`src/hw/rtl/olt_pkg.sv`:
```
// ----------------------------------------------------------------------------
// olt_pkg: shared definitions for the ordered list table
// Command codes, field widths, default sizes and the cell control bundle.
// ----------------------------------------------------------------------------
`timescale 1ns / 1ps

package olt_pkg;

    // Widths of the request and response fields.
    localparam int COMMAND_W = 3;
    localparam int SLOT_W    = 5;
    localparam int VALUE_W   = 32;
    localparam int POS_W     = 4;
    localparam int COUNT_W   = 5;

    // Default geometry of the list.
    localparam int DEPTH_DEFAULT      = 16;
    localparam int ITEM_WIDTH_DEFAULT = 32;

    // Command codes.
    localparam logic [COMMAND_W-1:0] CMD_APPEND   = 3'd0;
    localparam logic [COMMAND_W-1:0] CMD_INSERT   = 3'd1;
    localparam logic [COMMAND_W-1:0] CMD_DELETE   = 3'd2;
    localparam logic [COMMAND_W-1:0] CMD_FIND     = 3'd3;
    localparam logic [COMMAND_W-1:0] CMD_FIND_DEL = 3'd4;
    localparam logic [COMMAND_W-1:0] CMD_READ     = 3'd5;

    // What every cell does with its entry at the next edge.
    typedef enum logic [1:0] {
        ACT_HOLD,
        ACT_INSERT,
        ACT_REMOVE_IDX,
        ACT_REMOVE_HIT
    } cell_act_t;

    typedef struct packed {
        logic      compare;   // capture the match flag this cycle
        logic      by_index;  // match on the slot number instead of the key
        cell_act_t act;
    } cell_ctrl_t;

endpackage

```
`src/hw/rtl/olt_cmd_if.sv`:
```
// ----------------------------------------------------------------------------
// olt_cmd_if: request channel of the ordered list table
// Valid/ready handshake carrying command, slot index and item value.
// ----------------------------------------------------------------------------
`timescale 1ns / 1ps

interface olt_cmd_if;
    logic                         valid;
    logic                         ready;
    logic [olt_pkg::COMMAND_W-1:0] command;
    logic [olt_pkg::SLOT_W-1:0]    slot_index;
    logic [olt_pkg::VALUE_W-1:0]   item_value;

    modport source (
        output valid,
        output command,
        output slot_index,
        output item_value,
        input  ready
    );

    modport sink (
        input  valid,
        input  command,
        input  slot_index,
        input  item_value,
        output ready
    );
endinterface

```
`src/hw/rtl/olt_rsp_if.sv`:
```
// ----------------------------------------------------------------------------
// olt_rsp_if: response channel of the ordered list table
// Valid/ready handshake carrying status, position, read data and count.
// ----------------------------------------------------------------------------
`timescale 1ns / 1ps

interface olt_rsp_if;
    logic                        valid;
    logic                        ready;
    logic                        ok;
    logic                        found;
    logic [olt_pkg::POS_W-1:0]   position;
    logic [olt_pkg::VALUE_W-1:0] read_data;
    logic [olt_pkg::COUNT_W-1:0] entry_count;

    modport source (
        output valid,
        output ok,
        output found,
        output position,
        output read_data,
        output entry_count,
        input  ready
    );

    modport sink (
        input  valid,
        input  ok,
        input  found,
        input  position,
        input  read_data,
        input  entry_count,
        output ready
    );
endinterface

```
`src/hw/rtl/olt_cell.sv`:
```
// ----------------------------------------------------------------------------
// olt_cell: one slot of the ordered list
// Holds one entry and its match flag, compares against the key (or its slot
// number against the selected position) and shifts to or from its neighbors on insert and remove.
// ----------------------------------------------------------------------------
`timescale 1ns / 1ps

module olt_cell #(
    parameter int DEPTH      = olt_pkg::DEPTH_DEFAULT,
    parameter int ITEM_WIDTH = olt_pkg::ITEM_WIDTH_DEFAULT,
    parameter int CELL_INDEX = 0
) (
    input  logic                                  clk,
    input  olt_pkg::cell_ctrl_t                   ctrl,
    input  logic [((DEPTH > 1) ? $clog2(DEPTH) : 1)-1:0] sel_pos,
    input  logic [$clog2(DEPTH + 1)-1:0]          count,
    input  logic [ITEM_WIDTH-1:0]                 key,
    input  logic [ITEM_WIDTH-1:0]                 lower_entry,
    input  logic [ITEM_WIDTH-1:0]                 upper_entry,
    input  logic                                  seen_in,
    output logic [ITEM_WIDTH-1:0]                 entry,
    output logic                                  seen_out,
    output logic                                  first_hit,
    output logic [ITEM_WIDTH-1:0]                 picked_word
);

    localparam int IW = (DEPTH > 1) ? $clog2(DEPTH) : 1;
    localparam int CW = $clog2(DEPTH + 1);

    localparam logic [IW-1:0] MY_INDEX = IW'(CELL_INDEX);

    logic [ITEM_WIDTH-1:0] entry_reg;
    logic [ITEM_WIDTH-1:0] entry_next;
    logic                  match_reg;
    logic                  match_next;
    logic                  below_count;
    logic                  next_held;
    logic                  last_held;
    logic                  shift_here;

    assign below_count = CW'(CELL_INDEX) < count;
    assign next_held   = CW'(CELL_INDEX + 1) < count;
    assign last_held   = CW'(CELL_INDEX + 1) == count;

    always_comb
    begin
        entry_next = entry_reg;
        match_next = match_reg;
        shift_here = 1'b0;

        if (ctrl.compare)
        begin
            if (ctrl.by_index)
            begin
                match_next = (MY_INDEX == sel_pos);
            end
            else
            begin
                match_next = (entry_reg == key) && below_count;
            end
        end

        case (ctrl.act)
            olt_pkg::ACT_INSERT:
            begin
                if (MY_INDEX == sel_pos)
                begin
                    entry_next = key;
                end
                else if ((MY_INDEX > sel_pos) && (CW'(CELL_INDEX) <= count))
                begin
                    entry_next = lower_entry;
                end
            end
            olt_pkg::ACT_REMOVE_IDX,
            olt_pkg::ACT_REMOVE_HIT:
            begin
                // Every occupied cell at or above the removed slot, below the top,
                // takes its upper neighbor; the old top entry is cleared.
                if (ctrl.act == olt_pkg::ACT_REMOVE_IDX)
                begin
                    shift_here = MY_INDEX >= sel_pos;
                end
                else
                begin
                    shift_here = seen_in || match_reg;
                end
                if (shift_here)
                begin
                    if (next_held)
                    begin
                        entry_next = upper_entry;
                    end
                    else if (last_held)
                    begin
                        entry_next = '0;
                    end
                end
            end
            default:
            begin
            end
        endcase
    end

    always_ff @(posedge clk)
    begin
        entry_reg <= entry_next;
        match_reg <= match_next;
    end

    assign entry       = entry_reg;
    assign seen_out    = seen_in || match_reg;
    assign first_hit   = match_reg && !seen_in;
    assign picked_word = match_reg ? entry_reg : '0;

endmodule

```
`src/hw/rtl/ordered_list_table.sv`:
```
// ----------------------------------------------------------------------------
// ordered_list_table: fixed-capacity ordered list in a chain of shift cells
// A new request is taken only once the previous one has finished its steps:
// accept, compare in all cells, then shift the chain and register the
// response; a held response stalls only the final step. Reset clears the
// entry count and the handshake state; entry storage is not cleared.
// ----------------------------------------------------------------------------
`timescale 1ns / 1ps

module ordered_list_table #(
    parameter int DEPTH      = olt_pkg::DEPTH_DEFAULT,
    parameter int ITEM_WIDTH = olt_pkg::ITEM_WIDTH_DEFAULT
) (
    input  logic       clk,
    input  logic       rst_n,
    olt_cmd_if.sink    request,
    olt_rsp_if.source  response
);

    localparam int IW   = (DEPTH > 1) ? $clog2(DEPTH) : 1;
    localparam int CW   = $clog2(DEPTH + 1);
    localparam int CMPW = (CW > olt_pkg::SLOT_W) ? CW : olt_pkg::SLOT_W;

    typedef enum logic [1:0] {
        S_IDLE,
        S_CMP,
        S_EXEC
    } state_t;

    state_t                          state_reg,       state_next;
    logic [olt_pkg::COMMAND_W-1:0]   cmd_reg,         cmd_next;
    logic [olt_pkg::SLOT_W-1:0]      idx_reg,         idx_next;
    logic [ITEM_WIDTH-1:0]           value_reg,       value_next;
    logic [CW-1:0]                   count_reg,       count_next;
    logic                            rsp_valid_reg,   rsp_valid_next;
    logic                            ok_reg,          ok_next;
    logic                            found_reg,       found_next;
    logic [olt_pkg::POS_W-1:0]       position_reg,    position_next;
    logic [olt_pkg::VALUE_W-1:0]     read_data_reg,   read_data_next;

    olt_pkg::cell_ctrl_t             ctrl;
    logic [IW-1:0]                   sel_pos;

    logic [ITEM_WIDTH-1:0]           entry_w  [DEPTH];
    logic [ITEM_WIDTH-1:0]           picked_w [DEPTH];
    logic                            first_w  [DEPTH];
    logic                            seen_w   [DEPTH+1];

    logic [IW-1:0]                   hit_pos;
    logic [ITEM_WIDTH-1:0]           read_word;
    logic                            any_hit;
    logic                            full;
    logic                            idx_below;
    logic                            idx_at_most;
    logic                            go;

    // ------------------------------------------------------------------
    // Cell chain
    // ------------------------------------------------------------------
    assign seen_w[0] = 1'b0;

    for (genvar g = 0; g < DEPTH; g++)
    begin : g_cell
        logic [ITEM_WIDTH-1:0] lower;
        logic [ITEM_WIDTH-1:0] upper;

        if (g == 0)
        begin : g_bottom
            assign lower = '0;
        end
        else
        begin : g_lower
            assign lower = entry_w[g-1];
        end

        if (g == DEPTH - 1)
        begin : g_top
            assign upper = '0;
        end
        else
        begin : g_upper
            assign upper = entry_w[g+1];
        end

        olt_cell #(
            .DEPTH      (DEPTH),
            .ITEM_WIDTH (ITEM_WIDTH),
            .CELL_INDEX (g)
        ) u_cell (
            .clk         (clk),
            .ctrl        (ctrl),
            .sel_pos     (sel_pos),
            .count       (count_reg),
            .key         (value_reg),
            .lower_entry (lower),
            .upper_entry (upper),
            .seen_in     (seen_w[g]),
            .entry       (entry_w[g]),
            .seen_out    (seen_w[g+1]),
            .first_hit   (first_w[g]),
            .picked_word (picked_w[g])
        );
    end

    assign any_hit = seen_w[DEPTH];

    // At most one cell flags the first hit, and only the addressed cell
    // offers its word on a read, so plain OR trees collect both.
    always_comb
    begin
        hit_pos   = '0;
        read_word = '0;
        for (int i = 0; i < DEPTH; i++)
        begin
            if (first_w[i])
            begin
                hit_pos = hit_pos | IW'(i);
            end
            read_word = read_word | picked_w[i];
        end
    end

    // ------------------------------------------------------------------
    // Control
    // ------------------------------------------------------------------
    assign full        = (count_reg == CW'(DEPTH));
    assign idx_below   = CMPW'(idx_reg) < CMPW'(count_reg);
    assign idx_at_most = CMPW'(idx_reg) <= CMPW'(count_reg);
    assign go          = !rsp_valid_reg || response.ready;

    assign request.ready = (state_reg == S_IDLE);

    always_comb
    begin
        state_next     = state_reg;
        cmd_next       = cmd_reg;
        idx_next       = idx_reg;
        value_next     = value_reg;
        count_next     = count_reg;
        rsp_valid_next = rsp_valid_reg;
        ok_next        = ok_reg;
        found_next     = found_reg;
        position_next  = position_reg;
        read_data_next = read_data_reg;
        ctrl.compare   = 1'b0;
        ctrl.by_index  = 1'b0;
        ctrl.act       = olt_pkg::ACT_HOLD;
        sel_pos        = IW'(idx_reg);

        if (rsp_valid_reg && response.ready)
        begin
            rsp_valid_next = 1'b0;
        end

        case (state_reg)
            S_IDLE:
            begin
                if (request.valid)
                begin
                    cmd_next   = request.command;
                    idx_next   = request.slot_index;
                    value_next = ITEM_WIDTH'(request.item_value);
                    state_next = S_CMP;
                end
            end
            S_CMP:
            begin
                ctrl.compare  = 1'b1;
                ctrl.by_index = (cmd_reg == olt_pkg::CMD_READ);
                state_next    = S_EXEC;
            end
            S_EXEC:
            begin
                if (go)
                begin
                    rsp_valid_next = 1'b1;
                    ok_next        = 1'b0;
                    found_next     = 1'b0;
                    position_next  = '0;
                    read_data_next = '0;
                    state_next     = S_IDLE;

                    case (cmd_reg)
                        olt_pkg::CMD_APPEND:
                        begin
                            if (!full)
                            begin
                                ok_next       = 1'b1;
                                position_next = olt_pkg::POS_W'(count_reg);
                                sel_pos       = IW'(count_reg);
                                ctrl.act      = olt_pkg::ACT_INSERT;
                                count_next    = CW'(count_reg + CW'(1));
                            end
                        end
                        olt_pkg::CMD_INSERT:
                        begin
                            if (!full && idx_at_most)
                            begin
                                ok_next       = 1'b1;
                                position_next = olt_pkg::POS_W'(idx_reg);
                                ctrl.act      = olt_pkg::ACT_INSERT;
                                count_next    = CW'(count_reg + CW'(1));
                            end
                        end
                        olt_pkg::CMD_DELETE:
                        begin
                            if (idx_below)
                            begin
                                ok_next    = 1'b1;
                                ctrl.act   = olt_pkg::ACT_REMOVE_IDX;
                                count_next = CW'(count_reg - CW'(1));
                            end
                        end
                        olt_pkg::CMD_FIND,
                        olt_pkg::CMD_FIND_DEL:
                        begin
                            ok_next = 1'b1;
                            if (any_hit)
                            begin
                                found_next    = 1'b1;
                                position_next = olt_pkg::POS_W'(hit_pos);
                                if (cmd_reg == olt_pkg::CMD_FIND_DEL)
                                begin
                                    ctrl.act   = olt_pkg::ACT_REMOVE_HIT;
                                    count_next = CW'(count_reg - CW'(1));
                                end
                            end
                        end
                        olt_pkg::CMD_READ:
                        begin
                            if (idx_below)
                            begin
                                ok_next        = 1'b1;
                                read_data_next = olt_pkg::VALUE_W'(read_word);
                            end
                        end
                        default:
                        begin
                        end
                    endcase
                end
            end
            default:
            begin
                state_next = S_IDLE;
            end
        endcase
    end

    always_ff @(posedge clk or negedge rst_n)
    begin
        if (!rst_n)
        begin
            state_reg     <= S_IDLE;
            cmd_reg       <= '0;
            idx_reg       <= '0;
            value_reg     <= '0;
            count_reg     <= '0;
            rsp_valid_reg <= 1'b0;
            ok_reg        <= 1'b0;
            found_reg     <= 1'b0;
            position_reg  <= '0;
            read_data_reg <= '0;
        end
        else
        begin
            state_reg     <= state_next;
            cmd_reg       <= cmd_next;
            idx_reg       <= idx_next;
            value_reg     <= value_next;
            count_reg     <= count_next;
            rsp_valid_reg <= rsp_valid_next;
            ok_reg        <= ok_next;
            found_reg     <= found_next;
            position_reg  <= position_next;
            read_data_reg <= read_data_next;
        end
    end

    assign response.valid       = rsp_valid_reg;
    assign response.ok          = ok_reg;
    assign response.found       = found_reg;
    assign response.position    = position_reg;
    assign response.read_data   = read_data_reg;
    assign response.entry_count = olt_pkg::COUNT_W'(count_reg);

endmodule
```
`src/flat_wrapper.sv`:
```
// flat-port wrapper written by rule: the top's interface ports become plain ports
module ordered_list_table_flat 
#(
    parameter int DEPTH      = olt_pkg::DEPTH_DEFAULT,
    parameter int ITEM_WIDTH = olt_pkg::ITEM_WIDTH_DEFAULT
)
  (clk, rst_n, request_valid, request_command, request_slot_index, request_item_value, request_ready, response_valid, response_ok, response_found, response_position, response_read_data, response_entry_count, response_ready);
  olt_cmd_if request_i ();
  olt_rsp_if response_i ();
  input  logic clk;
  input  logic rst_n;
  input wire logic [$bits(request_i.valid)-1:0] request_valid;
  input wire logic [$bits(request_i.command)-1:0] request_command;
  input wire logic [$bits(request_i.slot_index)-1:0] request_slot_index;
  input wire logic [$bits(request_i.item_value)-1:0] request_item_value;
  output wire logic [$bits(request_i.ready)-1:0] request_ready;
  output wire logic [$bits(response_i.valid)-1:0] response_valid;
  output wire logic [$bits(response_i.ok)-1:0] response_ok;
  output wire logic [$bits(response_i.found)-1:0] response_found;
  output wire logic [$bits(response_i.position)-1:0] response_position;
  output wire logic [$bits(response_i.read_data)-1:0] response_read_data;
  output wire logic [$bits(response_i.entry_count)-1:0] response_entry_count;
  input wire logic [$bits(response_i.ready)-1:0] response_ready;
  assign request_i.valid = request_valid;
  assign request_i.command = request_command;
  assign request_i.slot_index = request_slot_index;
  assign request_i.item_value = request_item_value;
  assign request_ready = request_i.ready;
  assign response_valid = response_i.valid;
  assign response_ok = response_i.ok;
  assign response_found = response_i.found;
  assign response_position = response_i.position;
  assign response_read_data = response_i.read_data;
  assign response_entry_count = response_i.entry_count;
  assign response_i.ready = response_ready;
  ordered_list_table #(.DEPTH(DEPTH), .ITEM_WIDTH(ITEM_WIDTH)) u_core (.clk(clk), .rst_n(rst_n), .request(request_i), .response(response_i));
endmodule
```
`config.mk`:
```
export PLATFORM = sky130hd
export DESIGN_NAME = ordered_list_table_flat
export DESIGN_NICKNAME = d
export VERILOG_FILES = /design/src/hw/rtl/olt_pkg.sv /design/src/hw/rtl/olt_cmd_if.sv /design/src/hw/rtl/olt_rsp_if.sv /design/src/hw/rtl/olt_cell.sv /design/src/hw/rtl/ordered_list_table.sv /design/src/flat_wrapper.sv
export SDC_FILE = /design/constraint.sdc
export NUM_CORES = 2
export LEC_CHECK = 0
export ABC_AREA = 1
export BUFFER_PORTS_ARGS = -buffer_cell sky130_fd_sc_hd__clkbuf_2
export CAP_MARGIN = 10
export CORE_MARGIN = 2
export CORE_UTILIZATION = 55
export CTS_CLUSTER_DIAMETER = 200
export DETAILED_ROUTE_END_ITERATION = 7
export MAX_ROUTING_LAYER = met4
export PLACE_DENSITY = 0.71
export SYNTH_ARGS = -nofsm -noshare
export SYNTH_HDL_FRONTEND = slang
export SYNTH_HIERARCHICAL = 1
export SYNTH_SLANG_ARGS = --single-unit
export TNS_END_PERCENT = 100
```
`constraint.sdc`:
```
create_clock -name clk -period 15.7 [get_ports clk]
set_clock_uncertainty 0.15 [all_clocks]
set_input_delay 0.785 -clock clk [delete_from_list [all_inputs] [get_ports clk]]
set_output_delay 0.785 -clock clk [all_outputs]
set_load 0.05 [all_outputs]
```
# Word level (Yosys, flattened, before mapping)
# Index checks and enable logic that the tools add are counted.
# W data, S select, Z words.
[op_classes]
addsub = 2
n_lt_le_gt_ge = 67
eq_ne = 113
n_mux = 212
n_bitwise = 15
reduce_logical = 110
[op_table]
columns = ["op", "count"]
rows = [
  ["$mux W32", 98],
  ["$pmux W32 S2", 16],
  ["$eq A32 B32 Y1", 16],
  ["$or A32 B32 Y32", 15],
  ["$ne A3 B3 Y1 const B", 32],
  ["$reduce_and A4 Y1", 16],
  ["$mux W4", 15],
  ["$mux W1", 59],
  ["$logic_and A1 B1 Y1", 49],
  ["$eq A4 B5 Y1 const A", 8],
  ["$le A4 B5 Y1 const A", 8],
  ["$lt A4 B5 Y1 const A", 8],
  ["$ne A2 B2 Y1 const B", 18],
  ["$eq A4 B4 Y1 const A", 8],
  ["$ge A4 B4 Y1 const A", 8],
  ["$gt A4 B4 Y1 const A", 8],
  ["$mux W5", 5],
  ["$eq A3 B5 Y1 const A", 4],
  ["$le A3 B5 Y1 const A", 4],
  ["$lt A3 B5 Y1 const A", 4],
  ["$mux W2", 10],
  ["$pmux W5 S4", 1],
  ["$logic_not A1 Y1", 17],
  ["$eq A3 B4 Y1 const A", 4],
  ["41 further kinds", 88],
]
[totals]
reg_bits = 614
input_bits = 44
out_inout_bits = 45
word_cells = 561

# Logic depth before layout (Yosys ltp)
[depth]
depth_word = 24
depth_mapped = 36
ltp_nobuf = 35

# Hierarchy
# The synthesis kept the hierarchy.
[by_module_without_submodules]
columns = ["module", "n_inst", "cells_per_inst", "area_each_um2", "seq_area_each_um2"]
rows = [
  ["ordered_list_table", 1, 667, 4998.5, 2152.1],
  ["olt_cell at u_core.g_cell[15].u_cell", 1, 388, 2974.1, 991.0],
  ["olt_cell at u_core.g_cell[13].u_cell", 1, 414, 2889.0, 991.0],
  ["olt_cell at u_core.g_cell[1].u_cell", 1, 408, 2854.0, 991.0],
  ["olt_cell at u_core.g_cell[8].u_cell", 1, 418, 2805.2, 991.0],
  ["olt_cell at u_core.g_cell[10].u_cell", 1, 427, 2781.4, 991.0],
  ["olt_cell at u_core.g_cell[2].u_cell", 1, 416, 2760.1, 991.0],
  ["olt_cell at u_core.g_cell[6].u_cell", 1, 394, 2738.9, 991.0],
  ["olt_cell at u_core.g_cell[4].u_cell", 1, 428, 2718.9, 991.0],
  ["olt_cell at u_core.g_cell[9].u_cell", 1, 407, 2707.6, 991.0],
  ["olt_cell at u_core.g_cell[14].u_cell", 1, 412, 2701.3, 991.0],
  ["olt_cell at u_core.g_cell[11].u_cell", 1, 398, 2671.3, 991.0],
  ["olt_cell at u_core.g_cell[12].u_cell", 1, 411, 2652.5, 991.0],
  ["olt_cell at u_core.g_cell[5].u_cell", 1, 398, 2647.5, 991.0],
  ["+3 rows", "-", "-", "-", "-"],
]

# Worst setup path before layout
# No wires, ideal clock.
[synth_path]
path_kind = "register -> register"
startpoint = "register u_core.g_cell[0].u_cell.match_reg"
endpoint = "register u_core.g_cell[3].u_cell.entry_reg[0], enable pin"
t_arrival_ps = 6986
slack_ps = 8103
path_stages_with_launch = 33
n_path_buf = 1
synth_period_minus_slack_ps = 7597
cell_sequence = "edfxtp_1 > clkbuf_2 > or2_1 > inv_1 > nand2_1 > or2_2 > nor2_1 > inv_1 > inv_1 > nand2_1 > inv_1 > nand2_1 > or2_1 > inv_1 > nand2_1 > inv_1 > nand2_1 > or2_2 > or2_2 > or2_2 > inv_1 > nand2_1 > or2_1 > nor2_1 > inv_1 > inv_1 > nand2_1 > nand3_1 > a21oi_1 > nand2_1 > o21ai_0 > o21ai_0 > nor3_1"
[synth_rtl]
columns = ["element", "line_no", "text"]
rows = [
  ["from (decl)", "olt_cell.sv:34", "logic match_reg;"],
  ["from (signal assigned)", "olt_cell.sv:109", "match_reg <= match_next;"],
  ["to (signal assigned)", "olt_cell.sv:108", "entry_reg <= entry_next;"],
  ["to (decl)", "olt_cell.sv:32", "logic [ITEM_WIDTH-1:0] entry_reg;"],
]

==> flow_summary_export.csv <==
group,metric,value,unit
worst_setup_path,reg2reg_slack,8.15,ns
global_routing,grt_pass1_wl,274100,µm
cts,cts_tree,"done",
floorplan,rows,108,
cts,clockBufferDepth,3,
floorplan,fp.coreArea,87160,µm²
power,swShare,47.78,%
timing,tightestPinTransition,1.407,ns
timing,setup_viol,0,
drt,postRouteAntennaNets,0,
worst_setup_path,critPathLaunch,"u_core/g_cell[0].u_cell/match_reg",
synthesis,yosysWarningCount,6,
flow_run,drv_cap,0,
worst_setup_path,cp_slowest_stage_delay,0.90,ns
global_routing,grt_busiest_layer,"met2",
global_routing,grt_util_met1,55.30,%
worst_setup_path,crit_cells,34,
timing,slew_headroom,5.309,%
floorplan,io_pins,89,
timing,holdWs,0.1955,ns
timing,timing.fmax,0.1325,GHz
placed_design,dpl_cell_area,49980,µm²
synthesis,synth_cells,7105,
global_routing,gr-usage-met3,11.51,%
synthesis,avgSynthCellArea,6.832,µm²
floorplan,die_w,301.1,µm
cts,clkTransAtPathRegs,0.06,ns
worst_setup_path,timing.rr.start,"u_core/g_cell[0].u_cell/match_reg",
floorplan,die-area,90660,µm²
cts,clk_latency,0.65,ns
worst_setup_path,worstSetupPathType,"reg2reg",
global_routing,overflow,0,
power,p_per_area,162.8,nW/µm²
power,seqPwrFrac,29.2,%
worst_hold_path,hp-class,"in2reg",
finish,n_fill_cell,8184,
worst_hold_path,min_path_cells,3,
timing,slew_violations,0,
timing,rsz0062_at_grt,"false",
worst_setup_path,crit_buf_inv,14,
timing,setup_tns,0,ns
cts,clock-root-buffer,"clkbuf_16",
drt,drt_iter0_drc,7631,
placed_design,placed_cells,8231,
timing,final_hold_viol_count,0,
finish,stdcell_area,52660,µm²
global_routing,track_usage,41.12,%
finish,final_common_cell,"nand2_1",
cts,numCtsBuffers,76,
finish,largest_reg_flops,512,
synthesis,synth_area,48540,µm²
drt,route.detailed.wl_per_inst,22.06,µm
worst_setup_path,cp_max_fo,121,
worst_setup_path,setup.worst_path.end_class,"flop",
timing,period_needed,7.546,ns
drt,drc,0,
finish,nNetsFinal,7209,
power,p_clk_share,22.0,%
global_routing,grt_pass1_vias,43750,
floorplan,start_util,55.70,%
cts,cts.sinks,614,
worst_setup_path,reg2reg_depth,34,
placed_design,port_buffers,88,
worst_setup_path,critPathArrivalTime,7.68,ns
finish,stdcell_count,8381,
worst_setup_path,crit_family,"buffers and inverters",
finish,syn2layout_area_growth,8.477,%
finish,multiInputGateArea,23050,µm²
placed_design,gp_congestion,0.9978,
drt,wirelength,184900,µm
placed_design,dp_hpwl,127300,µm
global_routing,antenna_found_initial,11,
floorplan,die_h,301.1,µm
finish,final_cell_mix,"2,007 x nand2_1, 1,568 x inv_1, 654 x nor2_1",
timing,fin_crit_sh,48.06,%
finish,final-seq-area,18010,µm²
finish,drive_gt1_share,9.299,%
global_routing,globalRouteMet2Util,57.49,%
worst_setup_path,startpoint_type,"flop",
worst_hold_path,holdCritStartpoint,"request_item_value[1]",
worst_setup_path,cpMaxStageDelayCell,"inv_1",
power,p_comb_share,48.8,%
power,p_int,4.477,mW
power,p_switching,4.096,mW
drt,post_drt_via_cell_ratio,5.841,
cts,htreeDepth,3,
outcome,status,"complete, no violations",
drt,drt-pass1-iter-count,7,
worst_setup_path,crit_required,15.83,ns
power,cellLeakagePower,26.91,nW
worst_setup_path,crit_path_frequent_cell,"inv_1",
global_routing,grt_max_degree,122,
power,max-vdd-ir-drop,0.0001562,V
drt,via_count,48950,
power by group through the flow:
stage | clock network [mW] | registers (mW) | logic, mW
3_5_place_dp | 0 | 2.52 | 4.01
3_3_place_gp | 0 | 2.52 | 3.91
4_1_cts | 1.89 | 2.49 | 4.02
6_report | 1.89 | 2.50 | 4.18
5_1_grt | 1.95 | 2.52 | 4.51
2_1_floorplan | 0 | 2.79 | 2.45
worst min-delay path: cells and delay by family:
kind / cells / cell delay, ns
and+or+nand+nor: 2 / 0.09
buffers and inverters: 1 / 0.08
layout make-up:
class                           instances  share of cell area, %
Inverter                             1613                  11.55
Clock buffer                          110                  4.465
Antenna cell                           10                0.04752
Sequential cell                       614                  34.21
Timing Repair Buffer                  212                  2.661
Clock inverter                         28                 0.5489
Multi-Input combinational cell       4639                  43.77
Tap cell                             1155                  2.744
metrics by stage:
step / power, mW / setup WS [ns] / utilization, %
6_report: 8.573 / 8.154 / 60.42
3_5_place_dp: 6.524 / 8.492 / 57.34
3_3_place_gp: 6.425 / 8.534 / 57.34
4_1_cts: 8.403 / 8.444 / 60.38
2_1_floorplan: 5.240 / 8.116 / -
5_1_grt: 8.983 / 7.888 / 60.42
worst paths after layout:
check	end
max	u_core/g_cell[3].u_cell/entry[25]
min	u_core/value_reg[1]
max reg2reg	u_core/g_cell[3].u_cell/entry[25]
min reg2reg	u_core/response.read_data[9]
max in group asynchronous	u_core/response.entry_count[4]
min in group asynchronous	u_core/value_reg[4]
layer usage:
metal | share of wire (%) | wire, µm | up-vias
met5 | 0 | 0 | -
met4 | 5.0 | 9232 | 0
met3 | 15 | 27610 | 479
met2 | 42 | 77160 | 3494
met1 | 38 | 70880 | 22590
li1 | - | - | 22400
what timing repair did:
action / in CTS / in global routing
hold endpoints to repair: 36 / 0
setup buffers: 0 / 0
resized for setup: 0 / 0
hold buffers: 1 / 0
(Power assumes the default switching activity.)
